**src/hdl/stma_pkg.sv**
```systemverilog
// ============================================================================
// stma_pkg: shared types and constants for the sparse triplet merge-add unit
// Entry layout, list sizing, command, status and register codes.
// ============================================================================
package stma_pkg;

    // List sizing
    localparam int MAX_ENTRIES = 16;
    localparam int IDX_W       = (MAX_ENTRIES > 1) ? $clog2(MAX_ENTRIES) : 1;
    localparam int CNT_W       = $clog2(MAX_ENTRIES + 1);

    // Configuration port sizing
    localparam int ADDR_W = 3;
    localparam int DATA_W = 32;

    // Register indexes (selected by paddr[2])
    localparam logic REG_ROW_COUNT    = 1'b0;
    localparam logic REG_COLUMN_COUNT = 1'b1;

    // Commands
    localparam logic [1:0] CMD_CLEAR       = 2'd0;
    localparam logic [1:0] CMD_LOAD_FIRST  = 2'd1;
    localparam logic [1:0] CMD_LOAD_SECOND = 2'd2;
    localparam logic [1:0] CMD_MERGE       = 2'd3;

    // Result status codes
    localparam logic [2:0] ST_OK    = 3'd0;
    localparam logic [2:0] ST_RANGE = 3'd1;
    localparam logic [2:0] ST_FULL  = 3'd2;
    localparam logic [2:0] ST_SUM   = 3'd3;
    localparam logic [2:0] ST_EMPTY = 3'd4;

    // One stored triplet
    typedef struct packed {
        logic [15:0]        row;
        logic [15:0]        col;
        logic signed [31:0] val;
    } entry_t;

    // Write request into one list memory
    typedef struct packed {
        logic             en;
        logic [IDX_W-1:0] addr;
        entry_t           entry;
    } list_wr_t;

endpackage

```
**src/hdl/stma_ifs.sv**
```systemverilog
// ============================================================================
// stma interfaces: valid/ready channels of the merge-add unit
// Input word channel and result word channel, each with source/sink views.
// ============================================================================
interface stma_item_if;
    logic               valid;
    logic               ready;
    logic [1:0]         command;
    logic [15:0]        row_index;
    logic [15:0]        column_index;
    logic signed [31:0] entry_value;

    modport source (
        output valid, command, row_index, column_index, entry_value,
        input  ready
    );
    modport sink (
        input  valid, command, row_index, column_index, entry_value,
        output ready
    );
endinterface

interface stma_result_if;
    logic               valid;
    logic               ready;
    logic [2:0]         status;
    logic [15:0]        out_row;
    logic [15:0]        out_column;
    logic signed [32:0] out_value;
    logic               last;

    modport source (
        output valid, status, out_row, out_column, out_value, last,
        input  ready
    );
    modport sink (
        input  valid, status, out_row, out_column, out_value, last,
        output ready
    );
endinterface

```
**src/hdl/stma_list.sv**
```systemverilog
// ============================================================================
// stma_list: triplet list storage
// One write port and one synchronous read port whose read word is registered.
// ============================================================================
module stma_list (
    input  logic                     clk,
    input  stma_pkg::list_wr_t       wr,
    input  logic [stma_pkg::IDX_W-1:0] rd_addr,
    output stma_pkg::entry_t         rd_entry
);

    stma_pkg::entry_t mem [stma_pkg::MAX_ENTRIES];
    stma_pkg::entry_t rd_entry_reg;

    // Store a loaded triplet
    always_ff @(posedge clk)
    begin
        if (wr.en)
        begin
            mem[wr.addr] <= wr.entry;
        end
    end

    // Register the read word
    always_ff @(posedge clk)
    begin
        rd_entry_reg <= mem[rd_addr];
    end

    assign rd_entry = rd_entry_reg;

endmodule

```
**src/hdl/sparse_triplet_merge_add_unit.sv**
```systemverilog
// ============================================================================
// sparse_triplet_merge_add_unit: sum of two sparse matrices in triplet form
// Loads, clears and merge-adds two triplet lists held in on-chip memory.
// ============================================================================
// A clear or a load returns one status word. A merge walks both lists one step
// per cycle while the result sink does not stall, through the single read port
// of each list memory and one shared key compare and 33-bit adder: one step per
// entry of either list, a coincident pair being one step, then one closing step.
// No item is accepted during a merge. The last surviving sum word carries last; a
// merge with no survivor returns one empty-status word. Loads are not order
// checked. No clearing pass follows reset.
module sparse_triplet_merge_add_unit (
    input  logic                          clk,
    input  logic                          rst_n,
    input  logic                          psel,
    input  logic                          penable,
    input  logic                          pwrite,
    input  logic [stma_pkg::ADDR_W-1:0]   paddr,
    input  logic [stma_pkg::DATA_W-1:0]   pwdata,
    output logic [stma_pkg::DATA_W-1:0]   prdata,
    output logic                          pready,
    stma_item_if.sink                     item,
    stma_result_if.source                 result
);

    localparam logic S_IDLE  = 1'b0;
    localparam logic S_MERGE = 1'b1;

    localparam int CW = stma_pkg::CNT_W;
    localparam int IW = stma_pkg::IDX_W;

    // Control state
    logic          state_reg, state_next;
    logic [CW-1:0] first_cnt_reg, first_cnt_next;
    logic [CW-1:0] second_cnt_reg, second_cnt_next;
    logic [CW-1:0] a_reg, a_next;
    logic [CW-1:0] b_reg, b_next;
    logic [15:0]   row_count_reg, column_count_reg;
    logic          res_vld_reg, res_vld_next;
    logic          pend_vld_reg, pend_vld_next;

    // Result and pending payload
    logic [2:0]         res_status_reg, res_status_next;
    logic [15:0]        res_row_reg, res_row_next;
    logic [15:0]        res_col_reg, res_col_next;
    logic signed [32:0] res_val_reg, res_val_next;
    logic               res_last_reg, res_last_next;
    logic [15:0]        pend_row_reg, pend_row_next;
    logic [15:0]        pend_col_reg, pend_col_next;
    logic signed [32:0] pend_val_reg, pend_val_next;

    // Memory ports
    stma_pkg::list_wr_t wr_first, wr_second;
    stma_pkg::entry_t   rd_a, rd_b;

    // Handshake and merge datapath
    logic               out_free, item_fire, step_fire, cfg_wr;
    logic               a_has, b_has, done;
    logic               take_a, take_b, cand_emit;
    logic [31:0]        key_a, key_b;
    logic signed [32:0] sum_val;
    logic [15:0]        cand_row, cand_col;
    logic signed [32:0] cand_val;
    logic               range_bad, list_full;
    logic [CW-1:0]      load_cnt;
    logic [2:0]         load_status;
    stma_pkg::entry_t   load_entry;

    // ------------------------------------------------------------------
    // Configuration port
    // ------------------------------------------------------------------
    assign pready = 1'b1;
    assign cfg_wr = psel && penable && pwrite;

    always_ff @(posedge clk or negedge rst_n)
    begin
        if (!rst_n)
        begin
            row_count_reg    <= 16'hFFFF;
            column_count_reg <= 16'hFFFF;
        end
        else if (cfg_wr)
        begin
            unique case (paddr[2])
                stma_pkg::REG_ROW_COUNT:    row_count_reg    <= pwdata[15:0];
                stma_pkg::REG_COLUMN_COUNT: column_count_reg <= pwdata[15:0];
                default:                    row_count_reg    <= row_count_reg;
            endcase
        end
    end

    always_comb
    begin
        unique case (paddr[2])
            stma_pkg::REG_ROW_COUNT:    prdata = {16'd0, row_count_reg};
            stma_pkg::REG_COLUMN_COUNT: prdata = {16'd0, column_count_reg};
            default:                    prdata = '0;
        endcase
    end

    // ------------------------------------------------------------------
    // List memories, read at the next walk position
    // ------------------------------------------------------------------
    stma_list u_first (
        .clk      (clk),
        .wr       (wr_first),
        .rd_addr  (a_next[IW-1:0]),
        .rd_entry (rd_a)
    );

    stma_list u_second (
        .clk      (clk),
        .wr       (wr_second),
        .rd_addr  (b_next[IW-1:0]),
        .rd_entry (rd_b)
    );

    // ------------------------------------------------------------------
    // Handshake
    // ------------------------------------------------------------------
    assign out_free   = !res_vld_reg || result.ready;
    assign item.ready = (state_reg == S_IDLE) && out_free;
    assign item_fire  = item.valid && item.ready;
    assign step_fire  = (state_reg == S_MERGE) && out_free;

    // ------------------------------------------------------------------
    // Load checks
    // ------------------------------------------------------------------
    assign load_cnt  = (item.command == stma_pkg::CMD_LOAD_FIRST) ? first_cnt_reg
                                                                   : second_cnt_reg;
    assign range_bad = (item.row_index >= row_count_reg) ||
                       (item.column_index >= column_count_reg);
    assign list_full = (load_cnt >= CW'(stma_pkg::MAX_ENTRIES));

    always_comb
    begin
        priority if (range_bad)
            load_status = stma_pkg::ST_RANGE;
        else if (list_full)
            load_status = stma_pkg::ST_FULL;
        else
            load_status = stma_pkg::ST_OK;
    end

    assign load_entry = '{row: item.row_index, col: item.column_index,
                          val: item.entry_value};

    // ------------------------------------------------------------------
    // Merge step: compare heads, pick or sum
    // ------------------------------------------------------------------
    assign a_has   = (a_reg < first_cnt_reg);
    assign b_has   = (b_reg < second_cnt_reg);
    assign done    = !a_has && !b_has;
    assign key_a   = {rd_a.row, rd_a.col};
    assign key_b   = {rd_b.row, rd_b.col};
    assign sum_val = $signed({rd_a.val[31], rd_a.val}) +
                     $signed({rd_b.val[31], rd_b.val});

    always_comb
    begin
        take_a    = 1'b0;
        take_b    = 1'b0;
        cand_emit = 1'b1;
        cand_row  = rd_a.row;
        cand_col  = rd_a.col;
        cand_val  = $signed({rd_a.val[31], rd_a.val});
        priority if (a_has && b_has)
        begin
            priority if (key_a > key_b)
            begin
                take_b   = 1'b1;
                cand_row = rd_b.row;
                cand_col = rd_b.col;
                cand_val = $signed({rd_b.val[31], rd_b.val});
            end
            else if (key_a < key_b)
            begin
                take_a = 1'b1;
            end
            else
            begin
                take_a    = 1'b1;
                take_b    = 1'b1;
                cand_val  = sum_val;
                cand_emit = (sum_val != 33'sd0);
            end
        end
        else if (a_has)
        begin
            take_a = 1'b1;
        end
        else if (b_has)
        begin
            take_b   = 1'b1;
            cand_row = rd_b.row;
            cand_col = rd_b.col;
            cand_val = $signed({rd_b.val[31], rd_b.val});
        end
        else
        begin
            cand_emit = 1'b0;
        end
    end

    // ------------------------------------------------------------------
    // Next-state logic
    // ------------------------------------------------------------------
    always_comb
    begin
        state_next      = state_reg;
        first_cnt_next  = first_cnt_reg;
        second_cnt_next = second_cnt_reg;
        a_next          = a_reg;
        b_next          = b_reg;
        res_vld_next    = res_vld_reg;
        res_status_next = res_status_reg;
        res_row_next    = res_row_reg;
        res_col_next    = res_col_reg;
        res_val_next    = res_val_reg;
        res_last_next   = res_last_reg;
        pend_vld_next   = pend_vld_reg;
        pend_row_next   = pend_row_reg;
        pend_col_next   = pend_col_reg;
        pend_val_next   = pend_val_reg;
        wr_first        = '{en: 1'b0, addr: first_cnt_reg[IW-1:0], entry: load_entry};
        wr_second       = '{en: 1'b0, addr: second_cnt_reg[IW-1:0], entry: load_entry};

        // Drop the result word once taken
        if (res_vld_reg && result.ready)
        begin
            res_vld_next = 1'b0;
        end

        if (item_fire)
        begin
            // Status word for clear and loads
            res_vld_next    = 1'b1;
            res_status_next = stma_pkg::ST_OK;
            res_row_next    = '0;
            res_col_next    = '0;
            res_val_next    = '0;
            res_last_next   = 1'b1;
            unique case (item.command)
                stma_pkg::CMD_CLEAR:
                begin
                    first_cnt_next  = '0;
                    second_cnt_next = '0;
                end
                stma_pkg::CMD_LOAD_FIRST:
                begin
                    res_status_next = load_status;
                    if (load_status == stma_pkg::ST_OK)
                    begin
                        wr_first.en    = 1'b1;
                        first_cnt_next = first_cnt_reg + CW'(1);
                    end
                end
                stma_pkg::CMD_LOAD_SECOND:
                begin
                    res_status_next = load_status;
                    if (load_status == stma_pkg::ST_OK)
                    begin
                        wr_second.en    = 1'b1;
                        second_cnt_next = second_cnt_reg + CW'(1);
                    end
                end
                stma_pkg::CMD_MERGE:
                begin
                    res_vld_next  = res_vld_reg && !result.ready;
                    state_next    = S_MERGE;
                    a_next        = '0;
                    b_next        = '0;
                    pend_vld_next = 1'b0;
                end
                default:
                begin
                    state_next = state_reg;
                end
            endcase
        end
        else if (step_fire)
        begin
            if (done)
            begin
                // Close the run: flush the held entry or report empty
                res_vld_next  = 1'b1;
                res_last_next = 1'b1;
                if (pend_vld_reg)
                begin
                    res_status_next = stma_pkg::ST_SUM;
                    res_row_next    = pend_row_reg;
                    res_col_next    = pend_col_reg;
                    res_val_next    = pend_val_reg;
                end
                else
                begin
                    res_status_next = stma_pkg::ST_EMPTY;
                    res_row_next    = '0;
                    res_col_next    = '0;
                    res_val_next    = '0;
                end
                pend_vld_next = 1'b0;
                state_next    = S_IDLE;
            end
            else
            begin
                // Advance heads; hold one entry back so the final one gets last
                if (take_a)
                begin
                    a_next = a_reg + CW'(1);
                end
                if (take_b)
                begin
                    b_next = b_reg + CW'(1);
                end
                if (cand_emit)
                begin
                    if (pend_vld_reg)
                    begin
                        res_vld_next    = 1'b1;
                        res_status_next = stma_pkg::ST_SUM;
                        res_row_next    = pend_row_reg;
                        res_col_next    = pend_col_reg;
                        res_val_next    = pend_val_reg;
                        res_last_next   = 1'b0;
                    end
                    pend_vld_next = 1'b1;
                    pend_row_next = cand_row;
                    pend_col_next = cand_col;
                    pend_val_next = cand_val;
                end
            end
        end
    end

    // ------------------------------------------------------------------
    // Registers
    // ------------------------------------------------------------------
    always_ff @(posedge clk or negedge rst_n)
    begin
        if (!rst_n)
        begin
            state_reg      <= S_IDLE;
            first_cnt_reg  <= '0;
            second_cnt_reg <= '0;
            a_reg          <= '0;
            b_reg          <= '0;
            res_vld_reg    <= 1'b0;
            pend_vld_reg   <= 1'b0;
        end
        else
        begin
            state_reg      <= state_next;
            first_cnt_reg  <= first_cnt_next;
            second_cnt_reg <= second_cnt_next;
            a_reg          <= a_next;
            b_reg          <= b_next;
            res_vld_reg    <= res_vld_next;
            pend_vld_reg   <= pend_vld_next;
        end
    end

    always_ff @(posedge clk)
    begin
        res_status_reg <= res_status_next;
        res_row_reg    <= res_row_next;
        res_col_reg    <= res_col_next;
        res_val_reg    <= res_val_next;
        res_last_reg   <= res_last_next;
        pend_row_reg   <= pend_row_next;
        pend_col_reg   <= pend_col_next;
        pend_val_reg   <= pend_val_next;
    end

    // Result channel
    assign result.valid      = res_vld_reg;
    assign result.status     = res_status_reg;
    assign result.out_row    = res_row_reg;
    assign result.out_column = res_col_reg;
    assign result.out_value  = res_val_reg;
    assign result.last       = res_last_reg;

    // ------------------------------------------------------------------
    // Assertions
    // ------------------------------------------------------------------
    a_walk_in_bounds: assert property (@(posedge clk) disable iff (!rst_n)
        (state_reg == S_MERGE) |-> ((a_reg <= first_cnt_reg) && (b_reg <= second_cnt_reg)))
        else $error("merge walk position beyond list fill");

    a_count_in_bounds: assert property (@(posedge clk) disable iff (!rst_n)
        (first_cnt_reg <= CW'(stma_pkg::MAX_ENTRIES)) &&
        (second_cnt_reg <= CW'(stma_pkg::MAX_ENTRIES)))
        else $error("list fill count beyond capacity");

    a_close_flags_last: assert property (@(posedge clk) disable iff (!rst_n)
        (step_fire && done) |=> (res_vld_reg && res_last_reg && (state_reg == S_IDLE)))
        else $error("merge run closed without a last word");

endmodule

```
**src/flat_wrapper.sv**
```systemverilog
// flat-port wrapper written by rule: the top's interface ports become plain ports
module sparse_triplet_merge_add_unit_flat 
  (clk, rst_n, psel, penable, pwrite, paddr, pwdata, prdata, pready, item_valid, item_command, item_row_index, item_column_index, item_entry_value, item_ready, result_valid, result_status, result_out_row, result_out_column, result_out_value, result_last, result_ready);
  stma_item_if item_i ();
  stma_result_if result_i ();
  input  logic clk;
  input  logic rst_n;
  input  logic psel;
  input  logic penable;
  input  logic pwrite;
  input  logic [stma_pkg::ADDR_W-1:0] paddr;
  input  logic [stma_pkg::DATA_W-1:0] pwdata;
  output logic [stma_pkg::DATA_W-1:0] prdata;
  output logic pready;
  input wire logic [$bits(item_i.valid)-1:0] item_valid;
  input wire logic [$bits(item_i.command)-1:0] item_command;
  input wire logic [$bits(item_i.row_index)-1:0] item_row_index;
  input wire logic [$bits(item_i.column_index)-1:0] item_column_index;
  input wire logic [$bits(item_i.entry_value)-1:0] item_entry_value;
  output wire logic [$bits(item_i.ready)-1:0] item_ready;
  output wire logic [$bits(result_i.valid)-1:0] result_valid;
  output wire logic [$bits(result_i.status)-1:0] result_status;
  output wire logic [$bits(result_i.out_row)-1:0] result_out_row;
  output wire logic [$bits(result_i.out_column)-1:0] result_out_column;
  output wire logic [$bits(result_i.out_value)-1:0] result_out_value;
  output wire logic [$bits(result_i.last)-1:0] result_last;
  input wire logic [$bits(result_i.ready)-1:0] result_ready;
  assign item_i.valid = item_valid;
  assign item_i.command = item_command;
  assign item_i.row_index = item_row_index;
  assign item_i.column_index = item_column_index;
  assign item_i.entry_value = item_entry_value;
  assign item_ready = item_i.ready;
  assign result_valid = result_i.valid;
  assign result_status = result_i.status;
  assign result_out_row = result_i.out_row;
  assign result_out_column = result_i.out_column;
  assign result_out_value = result_i.out_value;
  assign result_last = result_i.last;
  assign result_i.ready = result_ready;
  sparse_triplet_merge_add_unit u_core (.clk(clk), .rst_n(rst_n), .psel(psel), .penable(penable), .pwrite(pwrite), .paddr(paddr), .pwdata(pwdata), .prdata(prdata), .pready(pready), .item(item_i), .result(result_i));
endmodule
```
**config.mk**
```make
export PLATFORM = sky130hd
export DESIGN_NAME = sparse_triplet_merge_add_unit_flat
export DESIGN_NICKNAME = d
export VERILOG_FILES = /design/src/hdl/stma_pkg.sv /design/src/hdl/stma_ifs.sv /design/src/hdl/stma_list.sv /design/src/hdl/sparse_triplet_merge_add_unit.sv /design/src/flat_wrapper.sv
export SDC_FILE = /design/constraint.sdc
export NUM_CORES = 2
export LEC_CHECK = 0
export ABC_CLOCK_PERIOD_IN_PS = 11400
export BUFFER_PORTS_ARGS = -buffer_cell sky130_fd_sc_hd__buf_2
export CAP_MARGIN = 15
export CORE_MARGIN = 5
export CORE_UTILIZATION = 45
export CTS_BUF_LIST = sky130_fd_sc_hd__clkbuf_2
export CTS_CLUSTER_SIZE = 8
export DETAILED_ROUTE_END_ITERATION = 10
export PLACE_DENSITY = 0.73
export SLEW_MARGIN = 10
export SYNTH_ARGS = -nofsm -noshare
export SYNTH_HDL_FRONTEND = slang
export SYNTH_SLANG_ARGS = --single-unit
```
**constraint.sdc**
```tcl
create_clock -name clk -period 11.4 [get_ports clk]
set_input_delay 0.57 -clock clk [delete_from_list [all_inputs] [get_ports clk]]
set_output_delay 0.57 -clock clk [all_outputs]
set_load 0.05 [all_outputs]
```
==> impl_metrics.env <==
export IMPL_status="complete, no violations"
export IMPL_syn_area_mm2=0.09352
export IMPL_syn_inst=7032
export IMPL_worst_ep_required_time_ps=13010
export IMPL_wl_um=271100
export IMPL_cts_tree="done"
export IMPL_pin_count=212
export IMPL_grt_max_degree=185
export IMPL_cts_sinks=2365
export IMPL_avgSynthCellArea_um2=13.30
export IMPL_hold_depth=3
export IMPL_ys_warn_count=0
export IMPL_die_y_um=465.9
export IMPL_drv_slew=0
export IMPL_hpwl_um=145400
export IMPL_cts_setup_buffers=0
export IMPL_numCtsBuffers=588
export IMPL_hold_buffers=230
export IMPL_seq_area_mm2=0.06884
export IMPL_htree_levels=6
export IMPL_nFillCells=17183
export IMPL_antenna_found_initial=18
export IMPL_start_util=0.4521
export IMPL_rr_startpoint="u_core.first_cnt_reg[2]"
export IMPL_cts_resized_gates=0
export IMPL_rsz0062_at_grt="no"
export IMPL_root_buffer="clkbuf_2"
export IMPL_leakage_nw=38.38
export IMPL_seq_area_frac_synth=0.7361
export IMPL_maxSlewHeadroom=0.1549
export IMPL_crit_path_max_fanout=148
export IMPL_cp_end_kind="flop"
export IMPL_num_nets_final=7971
export IMPL_grt_usage=0.2424
export IMPL_post_drt_wl_per_cell_um=24.88
export IMPL_fmax_mhz=155.6
export IMPL_path_clk_slew_ps=120
export IMPL_reg_top3="u_core.u_first.mem x1024, u_core.u_second.mem x1024"
export IMPL_worst_pin_slew_ps=1265
export IMPL_final_cell_mix="2116 x edfxtp_1, 1863 x nand2_1, 900 x clkbuf_2"
export IMPL_drt_first_pass_iters=8
export IMPL_synth_async_reset_ratio=0.02326
export IMPL_gp_congestion=0.9220
export IMPL_finalCritPeriodShare=0.5639
export IMPL_startpoint="u_core.first_cnt_reg[2]"
export IMPL_finalSetupTns_ps=0
export IMPL_worstSkewPairLatency_ps=1870
export IMPL_clk_path_buf_depth=4
export IMPL_p_per_area_mw_per_mm2=228.5
export IMPL_final_setup_viol_count=0
export IMPL_rr_worst_depth=16
export IMPL_routed_via_density=5.863
export IMPL_rows=167
export IMPL_finalInstanceArea_mm2=0.1051
export IMPL_final_layout_size_suffix_gt1_frac=0.1752
export IMPL_drv_cap=0
export IMPL_dpl_cell_area_mm2=0.09725
export IMPL_layout_cells_most_common="edfxtp_1"
export IMPL_vias=63873
export IMPL_grt_pass1_vias=62343
export IMPL_hold_path_class="in -> reg"
export IMPL_die_area_mm2=0.2170
export IMPL_grt_pass1_wl_um=394800
export IMPL_yosys_cell_types_count=87
export IMPL_port_buffers=176
export IMPL_multiInputGateArea_mm2=0.02276
export IMPL_finalCriticalPeriod_ps=6428
export IMPL_die_w_um=465.9
export IMPL_max_vdd_ir_drop_uv=286.0
export IMPL_hold_viol=0
export IMPL_synthFlopType="edfxtp_1"
export IMPL_ant_nets=0
export IMPL_drt_iter0_markers=8990
export IMPL_area_growth_synth_to_final_pct=12.32
export IMPL_arrival_ps=8040
export IMPL_drc=0
export IMPL_hp_start="item_column_index[6]"
export IMPL_grt_overflow_total=0
export IMPL_final_setup_skew_ps=235.3
export IMPL_synth_seq_cells=2365
export IMPL_criticalPathCategory="reg -> reg"
export IMPL_core_mm2=0.2069
export IMPL_cp_start_kind="flop"
export IMPL_synth_edf_count=2116
-- synthesized netlist by cell type (all sizes together) (8+ instances only) --
| master | instances | share of area |
|---|---|---|
| o221ai | 57 | 0.0053 |
| a32o | 129 | 0.014 |
| nand2b | 11 | 0.00074 |
| a22o | 68 | 0.0064 |
| a31oi | 17 | 0.0013 |
| nand3 | 557 | 0.030 |
| edfxtp | 2116 | 0.68 |
| mux2 | 69 | 0.0083 |
| or3 | 9 | 0.00060 |
| o22ai | 17 | 0.0011 |
| o211ai | 8 | 0.00070 |
| a221oi | 67 | 0.0064 |
| nand2 | 1867 | 0.075 |
| a211oi | 8 | 0.00070 |
| nor2b | 10 | 0.00067 |
| dfxtp | 194 | 0.042 |
| a21o | 25 | 0.0020 |
| clkbuf | 227 | 0.0091 |
| o31ai | 8 | 0.00099 |
| xor2 | 19 | 0.0018 |
| nand4 | 154 | 0.010 |
| nor2 | 236 | 0.0095 |
| dfstp | 32 | 0.0090 |
| mux2i | 81 | 0.0087 |
| a32oi | 73 | 0.0068 |
| o21ai | 170 | 0.0091 |
| a21oi | 226 | 0.012 |
| buf | 199 | 0.011 |
| xnor2 | 12 | 0.0011 |
| nor3 | 30 | 0.0018 |
| inv | 105 | 0.0042 |
| and3 | 10 | 0.00067 |
| a22oi | 8 | 0.00064 |
| ha | 118 | 0.016 |
| dfrtp | 23 | 0.0062 |
| nor4 | 12 | 0.00087 |
-- cells by family after synthesis --
family,Yosys count,synth area share
simple gates,2913,0.1313
flops,2365,0.7361
buf+inv,533,0.02491
mux,150,0.01706
xor+xnor,31,0.002903
fa+ha+maj,119,0.01600
compound gates,919,0.07166
other cells,2,0.00008030
-- per-layer routing --
layer | vias up | wire (µm) | global-route usage
li1 | 27808 | - | -
met1 | 31169 | 100600 | 0.3167
met2 | 4144 | 125100 | 0.3830
met3 | 750 | 32100 | 0.06064
met4 | 2 | 13260 | 0.1133
met5 | - | 13 | 0
-- cell type report --
| type | count | area share |
|---|---|---|
| Inverter | 107 | 0.004157 |
| Timing Repair Buffer | 533 | 0.04094 |
| Multi-Input combinational cell | 4149 | 0.2166 |
| Antenna cell | 10 | 0.0002382 |
| Clock buffer | 900 | 0.04288 |
| Tap cell | 2704 | 0.03221 |
| Clock inverter | 127 | 0.007647 |
| Sequential cell | 2365 | 0.6553 |
-- stage by stage --
stage	std cells	hold WS [ps]	setup slack [ps]	util	power, mW
after floorplan	7047	274.4	1848	-	15.74
after global placement	9620	443.7	4801	0.4701	18.08
after detailed placement	9621	439.9	4722	0.4701	18.22
after CTS	10878	80.56	5108	0.5072	23.95
after global routing	10892	19.02	4741	0.5078	25.18
final	10895	155.0	4972	0.5078	24.01
-- power breakdown --
group / switching [mW] / total (mW) / internal [mW]
clock: 3.36 / 5.68 / 2.33
combinational: 5.38 / 7.89 / 2.51
sequential: 0.413 / 10.4 / 10.0
-- final timing paths --
| check | end | slack [ps] |
|---|---|---|
| hold / removal | u_core.u_second.mem[4][38] | 150 |
| max in group asynchronous | u_core.second_cnt_reg[4] | 10340 |
| min in group asynchronous | u_core.column_count_reg[2] | 710 |
| setup reg to reg | u_core.u_second.rd_entry[19] | 4970 |
| setup / recovery | u_core.u_second.rd_entry[19] | 4970 |
| hold reg to reg | u_core.result.out_row[7] | 370 |
-- worst max-delay path: stages (launching register included) --
cell and delay (ps):
dfrtp_1 700, inv_1 280, ha_1 370, a21oi_1 130, o21ai_1 100, a31o_2 490
or2_1 360, o31ai_4 380, mux2i_4 320, buf_12 480, inv_8 390, nor2_4 230
buf_4 520, buf_4 610, o21ai_1 190, nand4_1 140, o221ai_1 220
Power figures use the tool's default switching activity.
